$ cat src/hdl/trn_pkg.sv
package trn_pkg;

  localparam logic [7:0] B_SE   = 8'd240;
  localparam logic [7:0] B_SB   = 8'd250;
  localparam logic [7:0] B_WILL = 8'd251;
  localparam logic [7:0] B_WONT = 8'd252;
  localparam logic [7:0] B_DO   = 8'd253;
  localparam logic [7:0] B_DONT = 8'd254;
  localparam logic [7:0] B_IAC  = 8'd255;
  localparam logic [7:0] B_CR   = 8'd13;
  localparam logic [7:0] B_LF   = 8'd10;
  localparam logic [7:0] OPT_BIN   = 8'd0;
  localparam logic [7:0] OPT_ECHO  = 8'd1;
  localparam logic [7:0] OPT_SGA   = 8'd3;
  localparam logic [7:0] OPT_TTYPE = 8'd24;
  localparam logic [7:0] OPT_NAWS  = 8'd31;

  // register indexes
  localparam logic [1:0] REG_COLS  = 2'd0;
  localparam logic [1:0] REG_ROWS  = 2'd1;
  localparam logic [1:0] REG_TTEXT = 2'd2;
  localparam logic [1:0] REG_TLEN  = 2'd3;

  // longest burst of results from one word
  localparam int unsigned MAX_RES = 22;
  localparam int unsigned RES_W   = 5;

  // parse phases, one-hot
  typedef enum logic [5:0] {
    PH_DATA   = 6'b000001,
    PH_DCR    = 6'b000010,
    PH_CMD    = 6'b000100,
    PH_NEG    = 6'b001000,
    PH_SUB    = 6'b010000,
    PH_SUBCMD = 6'b100000
  } phase_e;

  // message kinds queued for the output sequencer
  typedef enum logic [3:0] {
    MSG_NONE   = 4'd0,
    MSG_DATA1  = 4'd1,
    MSG_DATA2  = 4'd2,
    MSG_R3     = 4'd3,
    MSG_R3X2   = 4'd4,
    MSG_R3NAWS = 4'd5,
    MSG_NAWS   = 4'd6,
    MSG_TTYPE  = 4'd7
  } msg_e;

  typedef struct packed {
    logic       mode;
    logic [7:0] rx_byte;
  } in_word_t;

  typedef struct packed {
    logic       channel;
    logic [7:0] out_byte;
    logic       message_end;
    logic       run_last;
    logic       naws_on;
    logic       binary_on;
    logic       binary_refused;
  } out_word_t;

  // job handed from the parser to the emitter
  typedef struct packed {
    msg_e       kind;
    logic [7:0] b0;
    logic [7:0] b1;
    logic [7:0] v0;
    logic [7:0] o0;
    logic [7:0] v1;
    logic [7:0] o1;
    logic       naws_on;
    logic       binary_on;
    logic       binary_refused;
  } job_t;

endpackage

$ cat src/hdl/telnet_receive_negotiator.sv
// Telnet receive negotiator. One input word per cycle is parsed and its job
// registered; the job is then played out one result word per cycle while
// out_stall_i is low, from a small ROM-like sequencer, so a word that causes n
// results (1 to 22) holds the output until its last result is taken. The next
// input word is taken as the last result of the current burst is accepted, or at
// once when the job register is empty or yields nothing. Configuration must be
// written through the plain write port while idle; this is not enforced.
module telnet_receive_negotiator #(
  parameter int unsigned TERM_TYPE_MAX = 8
) (
  input  logic               clk_i,
  input  logic               rst_ni,
  input  logic               cfg_we_i,
  input  logic [1:0]         cfg_index_i,
  input  logic [63:0]        cfg_data_i,
  input  logic               in_valid_i,
  output logic               in_stall_o,
  input  trn_pkg::in_word_t  in_data_i,
  output logic               out_valid_o,
  input  logic               out_stall_i,
  output trn_pkg::out_word_t out_data_o
);

  logic [15:0] cols_q, rows_q;
  logic [63:0] text_q;
  logic [3:0]  tlen_q;

  // configuration registers
  always_ff @(posedge clk_i or negedge rst_ni) begin
    if (!rst_ni) begin
      cols_q <= '0; rows_q <= '0; text_q <= '0; tlen_q <= '0;
    end else if (cfg_we_i) begin
      unique case (cfg_index_i)
        trn_pkg::REG_COLS:  cols_q <= cfg_data_i[15:0];
        trn_pkg::REG_ROWS:  rows_q <= cfg_data_i[15:0];
        trn_pkg::REG_TTEXT: text_q <= cfg_data_i;
        default:            tlen_q <= cfg_data_i[3:0];
      endcase
    end
  end

  trn_pkg::job_t job_d, job_q;
  logic [4:0] idx_q;
  logic take, busy, last, adv;
  trn_pkg::out_word_t ow;
  logic [3:0] tl;

  trn_parser u_parser (
    .clk_i, .rst_ni, .take_i(take), .word_i(in_data_i), .job_o(job_d)
  );

  assign busy = (job_q.kind != trn_pkg::MSG_NONE);
  assign adv  = busy && !out_stall_i;
  assign in_stall_o = busy && !(adv && last);
  assign take = in_valid_i && !in_stall_o;
  assign out_valid_o = busy;
  assign out_data_o = ow;
  assign tl = (tlen_q > 4'(TERM_TYPE_MAX)) ? 4'(TERM_TYPE_MAX) : tlen_q;

  // escaped-byte stream helpers: position of escape list
  logic [7:0] eb [8];
  logic [7:0] nb [8];
  logic [7:0] tb [8];
  logic [4:0] epos [9];
  logic [4:0] tpos [9];
  logic [7:0] sel;
  logic       hit;
  always_comb begin
    for (int i = 0; i < 8; i++) tb[i] = text_q[8*i +: 8];
    nb[0] = cols_q[15:8]; nb[1] = cols_q[7:0]; nb[2] = rows_q[15:8]; nb[3] = rows_q[7:0];
    for (int i = 4; i < 8; i++) nb[i] = 8'd0;
    for (int i = 0; i < 8; i++)
      eb[i] = (job_q.kind == trn_pkg::MSG_TTYPE) ? tb[i] : nb[i];
    // start index of each escaped byte
    epos[0] = (job_q.kind == trn_pkg::MSG_TTYPE) ? 5'd4 :
              (job_q.kind == trn_pkg::MSG_R3NAWS) ? 5'd6 : 5'd3;
    for (int i = 0; i < 8; i++)
      epos[i+1] = epos[i] + ((eb[i] == trn_pkg::B_IAC) ? 5'd2 : 5'd1);
    for (int i = 0; i < 9; i++) tpos[i] = epos[i];
  end

  // result word for the current index
  always_comb begin
    logic [4:0] nbytes, endp;
    ow = '0;
    nbytes = (job_q.kind == trn_pkg::MSG_TTYPE) ? 5'(tl) : 5'd4;
    endp = tpos[0];
    sel = 8'd0; hit = 1'b0;
    for (int i = 0; i < 8; i++) begin
      if (5'(i) < nbytes) begin
        if (idx_q == tpos[i]) begin sel = eb[i]; hit = 1'b1; end
        if (eb[i] == trn_pkg::B_IAC && idx_q == tpos[i] + 5'd1) begin
          sel = trn_pkg::B_IAC; hit = 1'b1;
        end
        endp = tpos[i+1];
      end
    end
    ow.channel = 1'b1;
    last = 1'b0;
    unique case (job_q.kind)
      trn_pkg::MSG_DATA1: begin
        ow.channel = 1'b0; ow.out_byte = job_q.b0; last = 1'b1;
      end
      trn_pkg::MSG_DATA2: begin
        ow.channel = 1'b0; ow.out_byte = (idx_q == 5'd0) ? job_q.b0 : job_q.b1;
        last = (idx_q == 5'd1);
      end
      trn_pkg::MSG_R3, trn_pkg::MSG_R3X2: begin
        unique case (idx_q)
          5'd0, 5'd3: ow.out_byte = trn_pkg::B_IAC;
          5'd1: ow.out_byte = job_q.v0;
          5'd2: ow.out_byte = job_q.o0;
          5'd4: ow.out_byte = job_q.v1;
          default: ow.out_byte = job_q.o1;
        endcase
        ow.message_end = (idx_q == 5'd2) || (idx_q == 5'd5);
        last = (job_q.kind == trn_pkg::MSG_R3) ? (idx_q == 5'd2) : (idx_q == 5'd5);
      end
      trn_pkg::MSG_NONE: begin
        ow.out_byte = 8'd0;
      end
      default: begin
        // R3NAWS prefix, then NAWS or TTYPE report
        logic [4:0] k;
        k = (job_q.kind == trn_pkg::MSG_R3NAWS) ? 5'd3 : 5'd0;
        if (job_q.kind == trn_pkg::MSG_R3NAWS && idx_q < 5'd3) begin
          unique case (idx_q)
            5'd0: ow.out_byte = trn_pkg::B_IAC;
            5'd1: ow.out_byte = trn_pkg::B_WILL;
            default: ow.out_byte = trn_pkg::OPT_NAWS;
          endcase
          ow.message_end = (idx_q == 5'd2);
        end else if (idx_q == k) ow.out_byte = trn_pkg::B_IAC;
        else if (idx_q == k + 5'd1) ow.out_byte = trn_pkg::B_SB;
        else if (idx_q == k + 5'd2)
          ow.out_byte = (job_q.kind == trn_pkg::MSG_TTYPE) ? trn_pkg::OPT_TTYPE
                                                          : trn_pkg::OPT_NAWS;
        else if (job_q.kind == trn_pkg::MSG_TTYPE && idx_q == 5'd3) ow.out_byte = 8'd0;
        else if (hit) ow.out_byte = sel;
        else if (idx_q == endp) ow.out_byte = trn_pkg::B_IAC;
        else begin
          ow.out_byte = trn_pkg::B_SE; ow.message_end = 1'b1; last = 1'b1;
        end
      end
    endcase
    ow.run_last = last;
    ow.naws_on = job_q.naws_on;
    ow.binary_on = job_q.binary_on;
    ow.binary_refused = job_q.binary_refused;
  end

  // job register and burst index
  always_ff @(posedge clk_i or negedge rst_ni) begin
    if (!rst_ni) begin
      job_q <= '0;
      idx_q <= '0;
    end else if (take) begin
      job_q <= job_d;
      idx_q <= '0;
    end else if (adv) begin
      if (last) job_q.kind <= trn_pkg::MSG_NONE;
      idx_q <= idx_q + 5'd1;
    end
  end

  assert property (@(posedge clk_i) disable iff (!rst_ni) busy |-> out_valid_o)
    else $error("job without valid");
  assert property (@(posedge clk_i) disable iff (!rst_ni)
                   (out_valid_o && !out_stall_i && !last) |=> (idx_q == $past(idx_q) + 5'd1))
    else $error("index did not step");
  assert property (@(posedge clk_i) disable iff (!rst_ni) busy |-> (idx_q < 5'(trn_pkg::MAX_RES)))
    else $error("burst overran");

endmodule

$ cat src/hdl/trn_parser.sv
module trn_parser (
  input  logic            clk_i,
  input  logic            rst_ni,
  input  logic            take_i,
  input  trn_pkg::in_word_t word_i,
  output trn_pkg::job_t   job_o
);

  trn_pkg::phase_e phase_q, phase_d;
  logic [1:0] verb_q, verb_d;
  logic lbon_q, lbon_d, lbask_q, lbask_d, rbon_q, rbon_d, rbask_q, rbask_d;
  logic tt_q, tt_d, ws_q, ws_d, ref_q, ref_d;
  logic [1:0] cnt_q, cnt_d;
  logic [7:0] h0_q, h0_d, h1_q, h1_d;
  trn_pkg::job_t j;
  logic [7:0] b;

  always_comb begin
    phase_d = phase_q; verb_d = verb_q;
    lbon_d = lbon_q; lbask_d = lbask_q; rbon_d = rbon_q; rbask_d = rbask_q;
    tt_d = tt_q; ws_d = ws_q; ref_d = ref_q;
    cnt_d = cnt_q; h0_d = h0_q; h1_d = h1_q;
    j = '0;
    j.kind = trn_pkg::MSG_NONE;
    b = word_i.rx_byte;
    if (word_i.mode) begin
      // binary request
      ref_d = 1'b0;
      if (!lbon_q) lbask_d = 1'b1;
      if (!rbon_q) rbask_d = 1'b1;
      j.v0 = trn_pkg::B_WILL; j.o0 = trn_pkg::OPT_BIN;
      j.v1 = trn_pkg::B_DO;   j.o1 = trn_pkg::OPT_BIN;
      if (!lbon_q && !rbon_q) j.kind = trn_pkg::MSG_R3X2;
      else if (!lbon_q) j.kind = trn_pkg::MSG_R3;
      else if (!rbon_q) begin
        j.kind = trn_pkg::MSG_R3; j.v0 = trn_pkg::B_DO;
      end
    end else begin
      unique case (phase_q)
        trn_pkg::PH_DCR: begin
          phase_d = trn_pkg::PH_DATA;
          j.b0 = trn_pkg::B_CR; j.b1 = b;
          if (b == trn_pkg::B_LF) j.kind = trn_pkg::MSG_DATA2;
          else if (b == 8'd0) j.kind = trn_pkg::MSG_DATA1;
          else if (b == trn_pkg::B_IAC) begin
            j.kind = trn_pkg::MSG_DATA1; phase_d = trn_pkg::PH_CMD;
          end else if (rbon_q) j.kind = trn_pkg::MSG_DATA2;
          else if (b == trn_pkg::B_CR) begin
            j.kind = trn_pkg::MSG_DATA1; phase_d = trn_pkg::PH_DCR;
          end else j.kind = trn_pkg::MSG_DATA2;
        end
        trn_pkg::PH_CMD: begin
          phase_d = trn_pkg::PH_DATA;
          if (b == trn_pkg::B_IAC) begin
            j.kind = trn_pkg::MSG_DATA1; j.b0 = b;
          end else if (b >= trn_pkg::B_WILL && b <= trn_pkg::B_DONT) begin
            verb_d = 2'(b - trn_pkg::B_WILL); phase_d = trn_pkg::PH_NEG;
          end else if (b == trn_pkg::B_SB) begin
            cnt_d = 2'd0; phase_d = trn_pkg::PH_SUB;
          end
        end
        trn_pkg::PH_NEG: begin
          phase_d = trn_pkg::PH_DATA;
          j.o0 = b;
          unique case (verb_q)
            2'd2: begin // DO
              j.v0 = trn_pkg::B_WILL;
              if (b == trn_pkg::OPT_BIN) begin
                if (!lbon_q && !lbask_q) j.kind = trn_pkg::MSG_R3;
                lbon_d = 1'b1; lbask_d = 1'b0;
              end else if (b == trn_pkg::OPT_TTYPE) begin
                if (!tt_q) j.kind = trn_pkg::MSG_R3;
                tt_d = 1'b1;
              end else if (b == trn_pkg::OPT_NAWS) begin
                j.kind = ws_q ? trn_pkg::MSG_NAWS : trn_pkg::MSG_R3NAWS;
                ws_d = 1'b1;
              end else begin
                j.kind = trn_pkg::MSG_R3; j.v0 = trn_pkg::B_WONT;
              end
            end
            2'd3: begin // DONT
              if (b == trn_pkg::OPT_BIN) begin
                lbon_d = 1'b0; lbask_d = 1'b0;
                if (lbask_q) ref_d = 1'b1;
              end
              if (b == trn_pkg::OPT_NAWS) ws_d = 1'b0;
              if (b == trn_pkg::OPT_TTYPE) tt_d = 1'b0;
              j.kind = trn_pkg::MSG_R3; j.v0 = trn_pkg::B_WONT;
            end
            2'd0: begin // WILL
              j.v0 = trn_pkg::B_DO;
              if (b == trn_pkg::OPT_BIN) begin
                if (!rbon_q && !rbask_q) j.kind = trn_pkg::MSG_R3;
                rbon_d = 1'b1; rbask_d = 1'b0;
              end else if (b == trn_pkg::OPT_ECHO || b == trn_pkg::OPT_SGA) begin
                j.kind = trn_pkg::MSG_R3;
              end else begin
                j.kind = trn_pkg::MSG_R3; j.v0 = trn_pkg::B_DONT;
              end
            end
            default: begin // WONT
              if (b == trn_pkg::OPT_BIN) begin
                rbon_d = 1'b0; rbask_d = 1'b0;
                if (rbask_q) ref_d = 1'b1;
              end
              j.kind = trn_pkg::MSG_R3; j.v0 = trn_pkg::B_DONT;
            end
          endcase
        end
        trn_pkg::PH_SUB, trn_pkg::PH_SUBCMD: begin
          if (phase_q == trn_pkg::PH_SUB && b == trn_pkg::B_IAC) begin
            phase_d = trn_pkg::PH_SUBCMD;
          end else if (phase_q == trn_pkg::PH_SUB || b == trn_pkg::B_IAC) begin
            phase_d = trn_pkg::PH_SUB;
            if (cnt_q == 2'd0) begin h0_d = b; cnt_d = 2'd1; end
            else if (cnt_q == 2'd1) begin h1_d = b; cnt_d = 2'd2; end
          end else begin
            phase_d = trn_pkg::PH_DATA;
            if (b == trn_pkg::B_SE) begin
              cnt_d = 2'd0;
              if (tt_q && cnt_q == 2'd2 && h0_q == trn_pkg::OPT_TTYPE && h1_q == 8'd1)
                j.kind = trn_pkg::MSG_TTYPE;
            end
          end
        end
        default: begin
          phase_d = trn_pkg::PH_DATA;
          j.b0 = b;
          if (b == trn_pkg::B_IAC) phase_d = trn_pkg::PH_CMD;
          else if (rbon_q) j.kind = trn_pkg::MSG_DATA1;
          else if (b == trn_pkg::B_CR) phase_d = trn_pkg::PH_DCR;
          else if (b != 8'd0) j.kind = trn_pkg::MSG_DATA1;
        end
      endcase
    end
    j.naws_on = ws_d;
    j.binary_on = lbon_d & rbon_d;
    j.binary_refused = ref_d;
  end

  assign job_o = j;

  always_ff @(posedge clk_i or negedge rst_ni) begin
    if (!rst_ni) begin
      phase_q <= trn_pkg::PH_DATA; verb_q <= '0;
      lbon_q <= 1'b0; lbask_q <= 1'b0; rbon_q <= 1'b0; rbask_q <= 1'b0;
      tt_q <= 1'b0; ws_q <= 1'b0; ref_q <= 1'b0; cnt_q <= '0;
      h0_q <= '0; h1_q <= '0;
    end else if (take_i) begin
      phase_q <= phase_d; verb_q <= verb_d;
      lbon_q <= lbon_d; lbask_q <= lbask_d; rbon_q <= rbon_d; rbask_q <= rbask_d;
      tt_q <= tt_d; ws_q <= ws_d; ref_q <= ref_d; cnt_q <= cnt_d;
      h0_q <= h0_d; h1_q <= h1_d;
    end
  end

  // accepted asks flags are cleared whenever the direction turns on
  assert property (@(posedge clk_i) disable iff (!rst_ni) lbon_q |-> !lbask_q)
    else $error("local binary on and asked");
  assert property (@(posedge clk_i) disable iff (!rst_ni) rbon_q |-> !rbask_q)
    else $error("remote binary on and asked");
  assert property (@(posedge clk_i) disable iff (!rst_ni) $onehot(phase_q))
    else $error("phase not one-hot");

endmodule

$ cat config.mk
export PLATFORM = sky130hd
export DESIGN_NAME = telnet_receive_negotiator
export DESIGN_NICKNAME = d
export VERILOG_FILES = /design/src/hdl/trn_pkg.sv /design/src/hdl/telnet_receive_negotiator.sv /design/src/hdl/trn_parser.sv
export SDC_FILE = /design/constraint.sdc
export NUM_CORES = 1
export LEC_CHECK = 0
export BUFFER_PORTS_ARGS = -buffer_cell sky130_fd_sc_hd__buf_2
export CELL_PAD_IN_SITES_DETAIL_PLACEMENT = 1
export CELL_PAD_IN_SITES_GLOBAL_PLACEMENT = 1
export CORE_ASPECT_RATIO = 1.5
export CORE_UTILIZATION = 43
export DETAILED_ROUTE_END_ITERATION = 8
export GPL_ROUTABILITY_DRIVEN = 0
export PLACE_DENSITY_LB_ADDON = 0.1
export SLEW_MARGIN = 20
export SYNTH_ARGS = -nofsm -noshare
export SYNTH_HDL_FRONTEND = slang
export SYNTH_SLANG_ARGS = --single-unit
$ cat constraint.sdc
create_clock -name clk_i -period 11.2 [get_ports clk_i]
set_input_delay 2.24 -clock clk_i [delete_from_list [all_inputs] [get_ports clk_i]]
set_output_delay 2.24 -clock clk_i [all_outputs]
set_load 0.03 [all_outputs]
Yosys cells after proc, flatten, opt, wreduce, memory -nomap -nowiden
Index checks and enable logic that the tools add are counted.
{"block": "classes", "magnitude_cmp": 12, "multipliers": 0, "bitwise": 6, "muxes": 203, "shift": 0, "reduce_logical": 72, "n_addsub": 20, "div": 0, "eq_ne": 78}
{"op": "$mux 8", "n": 44}
{"op": "$eq 8x8->1 const B", "n": 11}
{"op": "$mux 4", "n": 22}
{"op": "$eq 5x5->1", "n": 14}
{"op": "$mux 1", "n": 65}
{"op": "$mux 16", "n": 4}
{"op": "$pmux 8 s4", "n": 2}
{"op": "$mux 5", "n": 11}
{"op": "$mux 2", "n": 26}
{"op": "$pmux 8 s3", "n": 2}
{"op": "$mux 6", "n": 7}
{"op": "$add 5x1->5 const B", "n": 7}
{"op": "$add 5x2->5", "n": 6}
{"op": "$eq 8x5->1 const B", "n": 3}
{"op": "$pmux 6 s4", "n": 1}
{"op": "$logic_and 1x1->1", "n": 22}
{"op": "$mux 3", "n": 6}
{"op": "$mux 9", "n": 2}
{"op": "$eq 8x1->1 const B", "n": 2}
{"op": "$eq 8x4->1 const B", "n": 2}
{"op": "$lt 3x4->1 const A", "n": 4}
{"op": "$pmux 4 s4", "n": 1}
{"op": "$pmux 8 s2", "n": 1}
{"op": "$eq 5x3->1", "n": 3}
{"op": "other kinds (58)", "n": 123}
{"block": "word_totals", "register_bits": 191, "word_cells": 416, "n_memories": 0, "in_bits": 80, "ram_bits": 0, "romBits": 0, "output_inout_bits": 16, "latchBits": 0}

Logic depth before layout (Yosys ltp)
Gate-level depths: netlist of the first run.
{"block": "depth", "word_depth": 43, "depth_mapped": 39, "ltp_nobuf": 32}

Cells and area by module
A second synthesis of the first run with hierarchy kept.
{"block": "hier_totals", "hier_cells": 1531, "hier_area_um2": 14274.9}
{"module": "telnet_receive_negotiator", "area_each_um2": 11541.1, "cells_per_inst": 1218, "seq_area_each_um2": 4003.8, "n_inst": 1}
{"module": "trn_parser", "area_each_um2": 2733.9, "cells_per_inst": 313, "seq_area_each_um2": 827.0, "n_inst": 1}

Least setup slack after synthesis of the first run
OpenSTA, ideal clock, no wires.
{"block": "synth_path", "kind": "register -> output", "start": "register job_q[52] (netlist name)", "end": "output out_data_o[5] (netlist name)", "arrival_ns": 9.716, "slack_ns": -0.756, "n_path_buf": 6, "path_stages_with_launch": 35, "required_ns": 8.960, "cell_sequence": "dfrtp_1 clkbuf_1 nand3_1 inv_1 clkbuf_1 buf_1 clkbuf_1 clkbuf_1 clkbuf_1 fa_1 fa_1 inv_1 fa_1 inv_1 fa_1 inv_1 fa_1 inv_1 fa_1 inv_1 ha_1 a21o_1 nand3_1 o21ai_0 nand2_1 o311ai_4 xor2_1 xnor2_1 a311oi_1 mux2i_1 nor4bb_1 nor2_1 a31oi_1 o211ai_1 a311oi_1"}
{"item": "start: declaration", "line_no": "telnet_receive_negotiator.sv:42", "text": "trn_pkg::job_t job_d, job_q;"}
{"item": "start signal: assignment", "line_no": "telnet_receive_negotiator.sv:158", "text": "job_q <= job_d;"}
{"item": "end: declaration", "line_no": "telnet_receive_negotiator.sv:21", "text": "output trn_pkg::out_word_t out_data_o"}

==> out/qor.yml, run 1 <==
status: "complete, no violations"
period_minus_slack_ns: 10.89
clkLatencyLatePin_ns: 0.47
post-route-period-util_pct: 97.24
final_common_cell: "dfrtp_1"
synth_edf_count: 0
dieHeight_um: 217.2
start_util_pct: 43.75
die_area_mm2: 0.03160
skew_ns: 0.01500
synth_xor_xnor_area_share_pct: 7.726
rows: 78
netlist_instances: 1472
finish.net_count: 1671
num_vias: 11950
fin_util_pct: 49.43
clock_path_buffers: 2
worst_setup_path_end_kind: "output pin"
synthMuxAreaShare_pct: 14.60
dr.pass1.iters: 4
areaGrowthSynthToFinish_pct: 12.98
io_pins: 96
crit_fanout: 6
cp_slowest_cell: "fa_2"
cpPeakStageDelay_ns: 0.60
postSynthAreaPerCell_um2: 9.021
synthAdderAreaFrac_pct: 5.163
grt-ovfl-total: 0
grt_pass1_vias: 12690
antenna_found_initial: 6
core-area_mm2: 0.03035
max_cap_viol_count: 0
grt_first_pass_wirelength_mm: 72.84
drt_first_iter_violations: 493
h-tree-depth: 4
synth_area_mm2: 0.01328
setup_viol_count_final: 0
grt_max_degree: 107
wl_mm: 46.85
synth_top_family_by_area: "simple AND/OR/NAND/NOR gates"
yosysWarnings: 0
dp_hpwl_mm: 35.57
synth_flop_cell: "dfrtp_1"
worstPathRequired_ns: 8.96
fmax_ghz: 0.09182
drive_gt1_share_pct: 23.81
worstSetupPathType: "flop to output pin"
die_width_um: 145.5
via_per_inst: 6.106
synthSimpleGateAreaFrac_pct: 19.01
cts-root-buf: "clkbuf_16"
cts_tree: "yes"
synth_fp_nets: 1602
cpMostUsedCell: "inv_1"
grt.total_usage_pct: 30.07
port_buffers: 95
synth.distinct_cells: 95
cts_made_buffers: 17
crit_arrival_ns: 8.65
hold_viol: 0
synth_seq_cells: 171
drc: 0
cts.clk_slew.worst_paths_ns: 0.07
cts.sinks: 171
wl_per_cell_um: 23.94
hold_depth: 1
rr_worst_depth: 34
async_flop_share_pct: 100.0
hold_buffers: 0
final_cell_mix: "dfrtp_1 (170), nor2_1 (129), mux2_2 (122), nand2_1 (119), buf_2 (93)"
startpoint_type: "flop"
r2r_slack_ns: 1.54
slew_headroom_pct: 27.01
n_fill_cell: 3534
ys_seq_area_share_pct: 32.23
antenna_left: 0
synth_compound_area_share_pct: 16.28
report.final.slew_viol_count: 0
hold_class: "flop to flop"
max_slew.worst_pin.slew_ns: 1.092
==> cell families after synthesis <==
| kind of cell | after synthesis |
|---|---|
| adders and majority gates | 50 |
| AOI/OAI and AO/OA | 313 |
| muxes | 175 |
| xor gates and xnor gates | 99 |
| buffers and inverters | 163 |
| DFF | 171 |
| and+or+nand+nor | 501 |
==> layout make-up <==
type,count,area (um^2),area share (%)
clock inverters,15,188.9,1.259
inverters,78,292.8,1.951
repair buffers,135,794.5,5.296
clock buffers,17,425.4,2.835
multi-input cells,1138,8513,56.74
flip-flops and latches,171,4280,28.53
diodes,3,7.507,0.05004
well taps,400,500.5,3.336
==> synthesized netlist by cell type (14+ instances only) <==
master / number / area [um^2]
a21oi_1: 85 / 425.4
a31oi_1: 14 / 87.58
clkbuf_1: 62 / 232.7
dfrtp_1: 170 / 4254
ha_1: 42 / 525.5
inv_1: 74 / 277.8
mux2_2: 122 / 1374
mux2i_1: 46 / 460.4
nand2_1: 119 / 446.7
nand3_1: 45 / 225.2
nand4_1: 44 / 275.3
nor2_1: 131 / 491.7
nor3_1: 42 / 210.2
nor4_1: 17 / 106.4
o21ai_0: 64 / 320.3
xnor2_1: 57 / 499.2
xor2_1: 28 / 245.2
==> stage by stage <==
step,instance area (um^2),setup slack [ns],TNS (ns),instances,hold slack (ns)
2_1_floorplan,13310,-0.02690,-0.02690,1472,0.4670
5_1_grt,15000,-0.07325,-0.09666,1954,0.5254
3_3_place_gp,14100,0.3194,0,1906,0.4824
6_report,15000,0.3096,0,1957,0.5045
4_1_cts,14820,0.004480,0,1946,0.5079
3_5_place_dp,14100,-0.01684,-0.01684,1906,0.4881
==> path summary, 6_finish.rpt <==
| check | from | end |
|---|---|---|
| max in group asynchronous | rst_ni | text_q[50]$_DFFE_PN0P_ |
| worst max-delay path | job_q[52]$_DFFE_PN0P_ | out_data_o[4] |
| worst max register to register | job_q[52]$_DFFE_PN0P_ | job_q[48]$_DFFE_PN0P_ |
| min in group asynchronous | rst_ni | u_parser.verb_q[1]$_DFFE_PN0P_ |
| worst min-delay path | u_parser.ref_q$_DFFE_PN0P_ | u_parser.ref_q$_DFFE_PN0P_ |
| worst min register to register | u_parser.ref_q$_DFFE_PN0P_ | u_parser.ref_q$_DFFE_PN0P_ |
==> layer usage <==
| metal | vias to the layer above | global-route usage [%] | share of wire [%] |
|---|---|---|---|
| li1 | 5505 | - | - |
| met4 | 6 | 16.11 | 5.0 |
| met1 | 6050 | 32.69 | 38 |
| met3 | 125 | 4.088 | 3.2 |
| met5 | - | 0 | 0.081 |
| met2 | 264 | 56.25 | 53 |
==> what timing repair did <==
| item | CTS | global route |
|---|---|---|
| endpoints found under the hold margin | 0 | 0 |
| setup endpoints to repair | 11 | 11 |
| gates cloned | 0 | 0 |
| buffers inserted | 8 | 8 |
| pin swaps | 8 | 11 |
| gates resized for setup | 11 | 23 |
==> registers in the layout, indices dropped and copies added, names as in the netlist, 2 cells and up <==
| register | cells |
|---|---|
| tlen_q | 4 |
| u_parser.phase_q | 6 |
| text_q | 64 |
| idx_q | 5 |
| rows_q | 16 |
| job_q | 32 |
| u_parser.h0_q | 8 |
| cols_q | 16 |
| u_parser.verb_q | 2 |
| u_parser.h1_q | 8 |
| u_parser.cnt_q | 2 |
==> critical path: cells and delay by family, from the launching register on <==
kind,cells,cell delay [ns]
xor+xnor,2,0.49
buf+inv,8,0.80
flops,1,0.41
simple gates,6,1.22
fa+ha+maj,8,3.75
compound gates,8,1.53
Power of run 1 is not shown: default switching activity piles up to over one toggle a cycle in this logic, so the estimate is an artifact.
==> run 2: changes to the inputs <==
CORE_UTILIZATION = 45   (was 43)
clock period = 11 ns   (was 11.2 ns; I/O delays follow)
==> run 2 against run 1 <==
Against the previous run: die area shrank 4.4%; cell count is essentially flat; design area increased by 0.23%; via count up 0.46%; critical path depth rose by 1; register-to-register slack got worse by 0.17 ns; worst hold slack worse by 0.0017 ns; clock skew is 0.0058 ns lower; sequential cell count is the same; count of clock-buffer cells in the layout rose by 3; global-route usage up 1.7 points.
==> out/qor.yml, run 2 (same netlist as run 1, synthesis figures left out) <==
status: "complete, no violations"
slew_headroom_pct: 31.15  # +4.1 points
crit_fanout: 5  # -1
setup_viol_count_final: 0  # unchanged
cts-root-buf: "clkbuf_16"
n_fill_cell: 3418  # -3.3%
cts.sinks: 171  # unchanged
hold_class: "flop to flop"
dp_hpwl_mm: 35.58  # about the same
cpPeakStageDelay_ns: 0.60  # about the same
start_util_pct: 45.94  # +2.2 points
hold_viol: 0  # unchanged
final_cell_count_no_fill: 1956  # -0.051%
worstReg2RegStart: "job_q[53]$_DFFE_PN0P_"
drive_gt1_share_pct: 24.31  # +0.50 points
r2r_slack_ns: 1.37  # -0.17 ns
areaGrowthSynthToFinish_pct: 13.25
clkLatencyLatePin_ns: 0.45  # -0.02 ns
antenna_left: 0  # unchanged
post-route-period-util_pct: 98.20
port_buffers: 95  # unchanged
top_register: "text_q"
largest_reg_flops: 64  # unchanged
grt_first_pass_wirelength_mm: 71.97  # -1.2%
grt_max_degree: 106  # -0.93%
die_area_mm2: 0.03021  # -4.4%
hold_start: "u_parser.h1_q[0]$_DFFE_PN0P_"
dr.pass1.iters: 5  # +1
cts_made_buffers: 17  # unchanged
report.final.slew_viol_count: 0  # unchanged
final_common_cell: "dfrtp_1"
rows: 76  # -2.6%
hold_buffers: 0  # unchanged
num_vias: 12010  # +0.46%
place_inst: 1897  # -0.47%
startpoint_type: "flop"
period_minus_slack_ns: 10.80
hold_ws_ns: 0.5028  # -0.001700 ns
grt_pass1_vias: 12650  # -0.33%
rsz0062_at_grt: "yes"
skew_ns: 0.009241  # -0.005754 ns
fin_util_pct: 52.02  # +2.6 points
drc: 0  # unchanged
core-area_mm2: 0.02891  # -4.8%
wl_per_cell_um: 23.93  # about the same
rr_worst_depth: 35  # +2.9%
worstSetupPathType: "flop to output pin"
cpMostUsedCell: "inv_2"
r2r_end: "job_q[25]$_DFFE_PN0P_"
clock_path_buffers: 2  # unchanged
final.setup.tns_ns: 0  # unchanged
io_pins: 96  # unchanged
grt.total_usage_pct: 31.78  # +1.7 points
max_cap_viol_count: 0  # unchanged
dieHeight_um: 212.4  # -2.2%
cp_slowest_cell: "fa_2"
largestRegisters: "text_q: 64 flops, job_q: 32 flops"
fmax_ghz: 0.09258
finish.net_count: 1680  # +0.54%
drt_first_iter_violations: 724  # +47%
wl_mm: 46.81  # about the same
worst_setup_path_end_kind: "output pin"
holdPathEnd: "u_parser.h1_q[0]$_DFFE_PN0P_"
h-tree-depth: 4  # unchanged
max_slew.worst_pin.slew_ns: 1.030  # -0.06193 ns
grt-ovfl-total: 0  # unchanged
via_per_inst: 6.138  # +0.51%
cts.clk_slew.worst_paths_ns: 0.07  # about the same
worstPathRequired_ns: 8.80  # -0.16 ns
cts_tree: "yes"
antenna_found_initial: 6  # unchanged
hold_depth: 1  # unchanged
die_width_um: 142.3  # -2.2%
crit_arrival_ns: 8.60  # -0.05 ns
final_cell_mix: "dfrtp_1 (170), nor2_1 (131), mux2_2 (122), nand2_1 (119), buf_2 (92)"
## run 2: cell count changes in the layout (fill, tap and decap cells not counted), moves of 2 or more
cell / previous run / this run
buf_6: 0 / 3
clkinv_8: 3 / 0
o22ai_2: 0 / 2
o22ai_1: 10 / 8
inv_2: 4 / 7
nor2_1: 129 / 131
clkbuf_1: 0 / 2
ha_2: 2 / 0
inv_1: 71 / 67
nor2_2: 3 / 1
buf_4: 40 / 48
## run 2: worst max path at each step
stage / from / cells after the start / to / slack, ns
2_1_floorplan: job_q[52]$_DFFE_PN0P_ / 36 / in_stall_o / 0.06
3_3_place_gp: job_q[53]$_DFFE_PN0P_ / 33 / out_data_o[5] / 0.27
3_5_place_dp: text_q[6]$_DFFE_PN0P_ / 32 / out_data_o[5] / 0.1
4_1_cts: job_q[53]$_DFFE_PN0P_ / 33 / out_data_o[5] / 0.05
5_1_grt: job_q[53]$_DFFE_PN0P_ / 33 / out_data_o[5] / -0.12
6_report: job_q[53]$_DFFE_PN0P_ / 33 / out_data_o[6] / 0.20
## run 2: layout make-up
class	instances	area (um^2)	area share, %
Sequential cell	171	4280	28.46
Tap cell	390	488.0	3.245
Inverter	78	292.8	1.947
Timing Repair Buffer	144	862.1	5.733
Clock inverter	12	128.9	0.8570
Antenna cell	3	7.507	0.04992
Clock buffer	20	446.7	2.970
Multi-Input combinational cell	1138	8532	56.74
## run 2: critical path: cells and delay by family (launching register included)
| kind | cells | cell delay, ns |
|---|---|---|
| fa+ha+maj | 8 | 3.71 |
| compound gates | 10 | 1.96 |
| buf+inv | 9 | 0.94 |
| simple gates | 5 | 0.83 |
| flops | 1 | 0.40 |
| xor+xnor | 1 | 0.29 |
## run 2: through the flow
| step | instance area (um^2) | setup WS, ns |
|---|---|---|
| detailed placement | 14110 | 0.09530 |
| global route | 15030 | -0.1157 |
| CTS | 14770 | 0.05182 |
| finish | 15040 | 0.1985 |
| floorplan | 13330 | 0.06459 |
| global placement | 14110 | 0.2664 |
## run 2: what timing repair did
action / in CTS / in global routing
gates resized for setup: 10 / 27
buffers inserted: 6 / 18
hold endpoints to repair: 0 / 0
pin swaps: 9 / 28
setup endpoints to repair: 8 / 7
## run 2: layer usage
layer  share of wire (%)  wire, um  vias up  GRT usage (%)
li1                    -         -     5506              -
met1                  37     17430     6058          33.69
met2                  54     25490      314          59.87
met3                 3.4      1578      121          4.527
met4                 4.9      2278        6          17.06
met5               0.085        40        -              0
Power of run 2 is left out for the same reason.
==> run 3: changes to the inputs <==
CORE_UTILIZATION = 43   (was 45)
clock period = 9.1 ns   (was 11 ns; I/O delays follow)
==> run 3 against run 2 <==
Against the previous run: worst setup slack worse by 1.2 ns; design area increased by 6.0%; utilization grew 0.52 points; cell count increased by 4.6%; count of clock-buffer cells in the layout down 3; the run now ends with negative setup slack left.
==> out/qor.yml, run 3 (same netlist as run 1, synthesis figures left out) <==
largestRegisters: "text_q: 64 flops, job_q: 32 flops"
grt_pass1_vias: 13360  # +5.6%
port_buffers: 95  # unchanged
grt-ovfl-total: 0  # unchanged
die_area_mm2: 0.03160  # +4.6%
finish.net_count: 1761  # +4.8%
clock_path_buffers: 2  # unchanged
worstSetupPathType: "flop to output pin"
max_cap_viol_count: 0  # unchanged
violations: "negative setup slack"
crit_arrival_ns: 8.30  # -0.30 ns
drc: 0  # unchanged
grt_max_degree: 98  # -7.5%
hold_class: "flop to flop"
max_slew.worst_pin.slew_ns: 1.010  # -0.02021 ns
cts_tree: "yes"
fmax_ghz: 0.09884
drive_gt1_share_pct: 29.20  # +4.9 points
clkLatencyLatePin_ns: 0.46  # about the same
cts-root-buf: "clkbuf_16"
place_inst: 1992  # +5.0%
dieHeight_um: 217.2  # +2.3%
final.setup.tns_ns: -8.931  # -8.931 ns
worst_setup_path_end_kind: "output pin"
fin_ws_ns: -1.017  # -1.216 ns
grt.total_usage_pct: 31.17  # -0.61 points
num_vias: 12350  # +2.8%
hold_buffers: 0  # unchanged
top_register: "text_q"
dr.pass1.iters: 4  # -1
start_util_pct: 43.75  # -2.2 points
r2r_slack_ns: 0.34  # -1.03 ns
slew_headroom_pct: 32.44  # +1.3 points
antenna_left: 0  # unchanged
skew_ns: 0.01523  # +0.005992 ns
final_common_cell: "dfrtp_1"
io_pins: 96  # unchanged
cpMostUsedCell: "fa_2"
h-tree-depth: 4  # unchanged
core-area_mm2: 0.03035  # +5.0%
cp_slowest_cell: "fa_2"
dp_hpwl_mm: 37.01  # +4.0%
cpPeakStageDelay_ns: 0.58  # -0.02 ns
place_ws_ns: -0.6292  # -0.7245 ns
wl_mm: 47.95  # +2.4%
n_fill_cell: 3569  # +4.4%
final_cell_mix: "dfrtp_1 (170), nor2_1 (130), buf_4 (126), mux2_2 (122), nand2_1 (119)"
grt_first_pass_wirelength_mm: 75.47  # +4.9%
die_width_um: 145.5  # +2.3%
startpoint_type: "flop"
cts_made_buffers: 17  # unchanged
wl_per_cell_um: 23.44  # -2.1%
final_cell_count_no_fill: 2046  # +4.6%
drt_first_iter_violations: 634  # -12%
report.final.slew_viol_count: 0  # unchanged
hold_viol: 0  # unchanged
areaGrowthSynthToFinish_pct: 20.10
cts.clk_slew.worst_paths_ns: 0.07  # about the same
period_minus_slack_ns: 10.12
worstPathRequired_ns: 7.28  # -1.52 ns
post-route-period-util_pct: 111.2
via_per_inst: 6.034  # -1.7%
rsz0062_at_grt: "yes"
largest_reg_flops: 64  # unchanged
cts.sinks: 171  # unchanged
crit_fanout: 4  # -1
antenna_found_initial: 5  # -1
rows: 78  # +2.6%
status: "finished, violations left"
setup_viol_count_final: 11  # +11
[run 3: cell types whose count changed in the layout (fill, tap and decap cells not counted), sizes merged]
cell / previous run / this run
inv: 81 / 82
diode: 3 / 2
clkbuf: 21 / 17
buf: 143 / 225
bufinv: 1 / 3
[run 3: path summary, 6_finish.rpt]
check	from	endpoint	cells past startpoint
min	u_parser.ref_q$_DFFE_PN0P_	u_parser.ref_q$_DFFE_PN0P_	1
min reg2reg	u_parser.ref_q$_DFFE_PN0P_	u_parser.ref_q$_DFFE_PN0P_	1
max	text_q[6]$_DFFE_PN0P_	out_data_o[5]	30
min in group asynchronous	rst_ni	u_parser.rbon_q$_DFFE_PN0P_	1
max reg2reg	text_q[6]$_DFFE_PN0P_	job_q[49]$_DFFE_PN0P_	35
max in group asynchronous	rst_ni	text_q[51]$_DFFE_PN0P_	2
[run 3: per-stage QoR]
| step | util (%) | hold slack (ns) | instance area (um^2) |
|---|---|---|---|
| finish | 52.54 | 0.4886 | 15950 |
| global route | 52.54 | 0.5022 | 15950 |
| CTS | 52.24 | 0.4947 | 15860 |
| detailed placement | 49.30 | 0.4782 | 14960 |
| global placement | 49.30 | 0.4733 | 14960 |
| floorplan | - | 0.4670 | 13580 |
[run 3: critical path, delay by kind of cell, from the launching register on]
| family | cells | cell delay, ns |
|---|---|---|
| AND/OR/NAND/NOR | 6 | 1.08 |
| buffers and inverters | 7 | 0.59 |
| AO/OA/AOI/OAI | 6 | 1.15 |
| multiplexers | 1 | 0.12 |
| adder cells (fa/ha/maj) | 9 | 4.35 |
| XOR/XNOR | 1 | 0.16 |
| flip-flops | 1 | 0.38 |
[run 3: final cells by class]
cell class | instances | area [um^2] | share of cell area [%]
Timing Repair Buffer | 225 | 1568 | 9.831
Multi-Input combinational cell | 1138 | 8670 | 54.36
Inverter | 78 | 296.5 | 1.859
Clock inverter | 15 | 202.7 | 1.271
Tap cell | 400 | 500.5 | 3.138
Antenna cell | 2 | 5.005 | 0.03138
Sequential cell | 171 | 4280 | 26.84
Clock buffer | 17 | 425.4 | 2.668
[run 3: routing by layer]
layer | vias up | share of wire, % | global-route usage [%]
met2 | 278 | 55 | 60.34
met5 | - | 0.065 | 0
li1 | 5675 | - | -
met4 | 6 | 5.3 | 16.70
met3 | 131 | 2.8 | 4.214
met1 | 6256 | 37 | 32.21
[run 3: timing repair]
item,CTS,global route
hold endpoints to repair,0,0
pin swaps,19,7
setup endpoints to repair,11,11
gates resized for setup,40,3
buffers inserted,13,8
Power of run 3 is left out for the same reason.
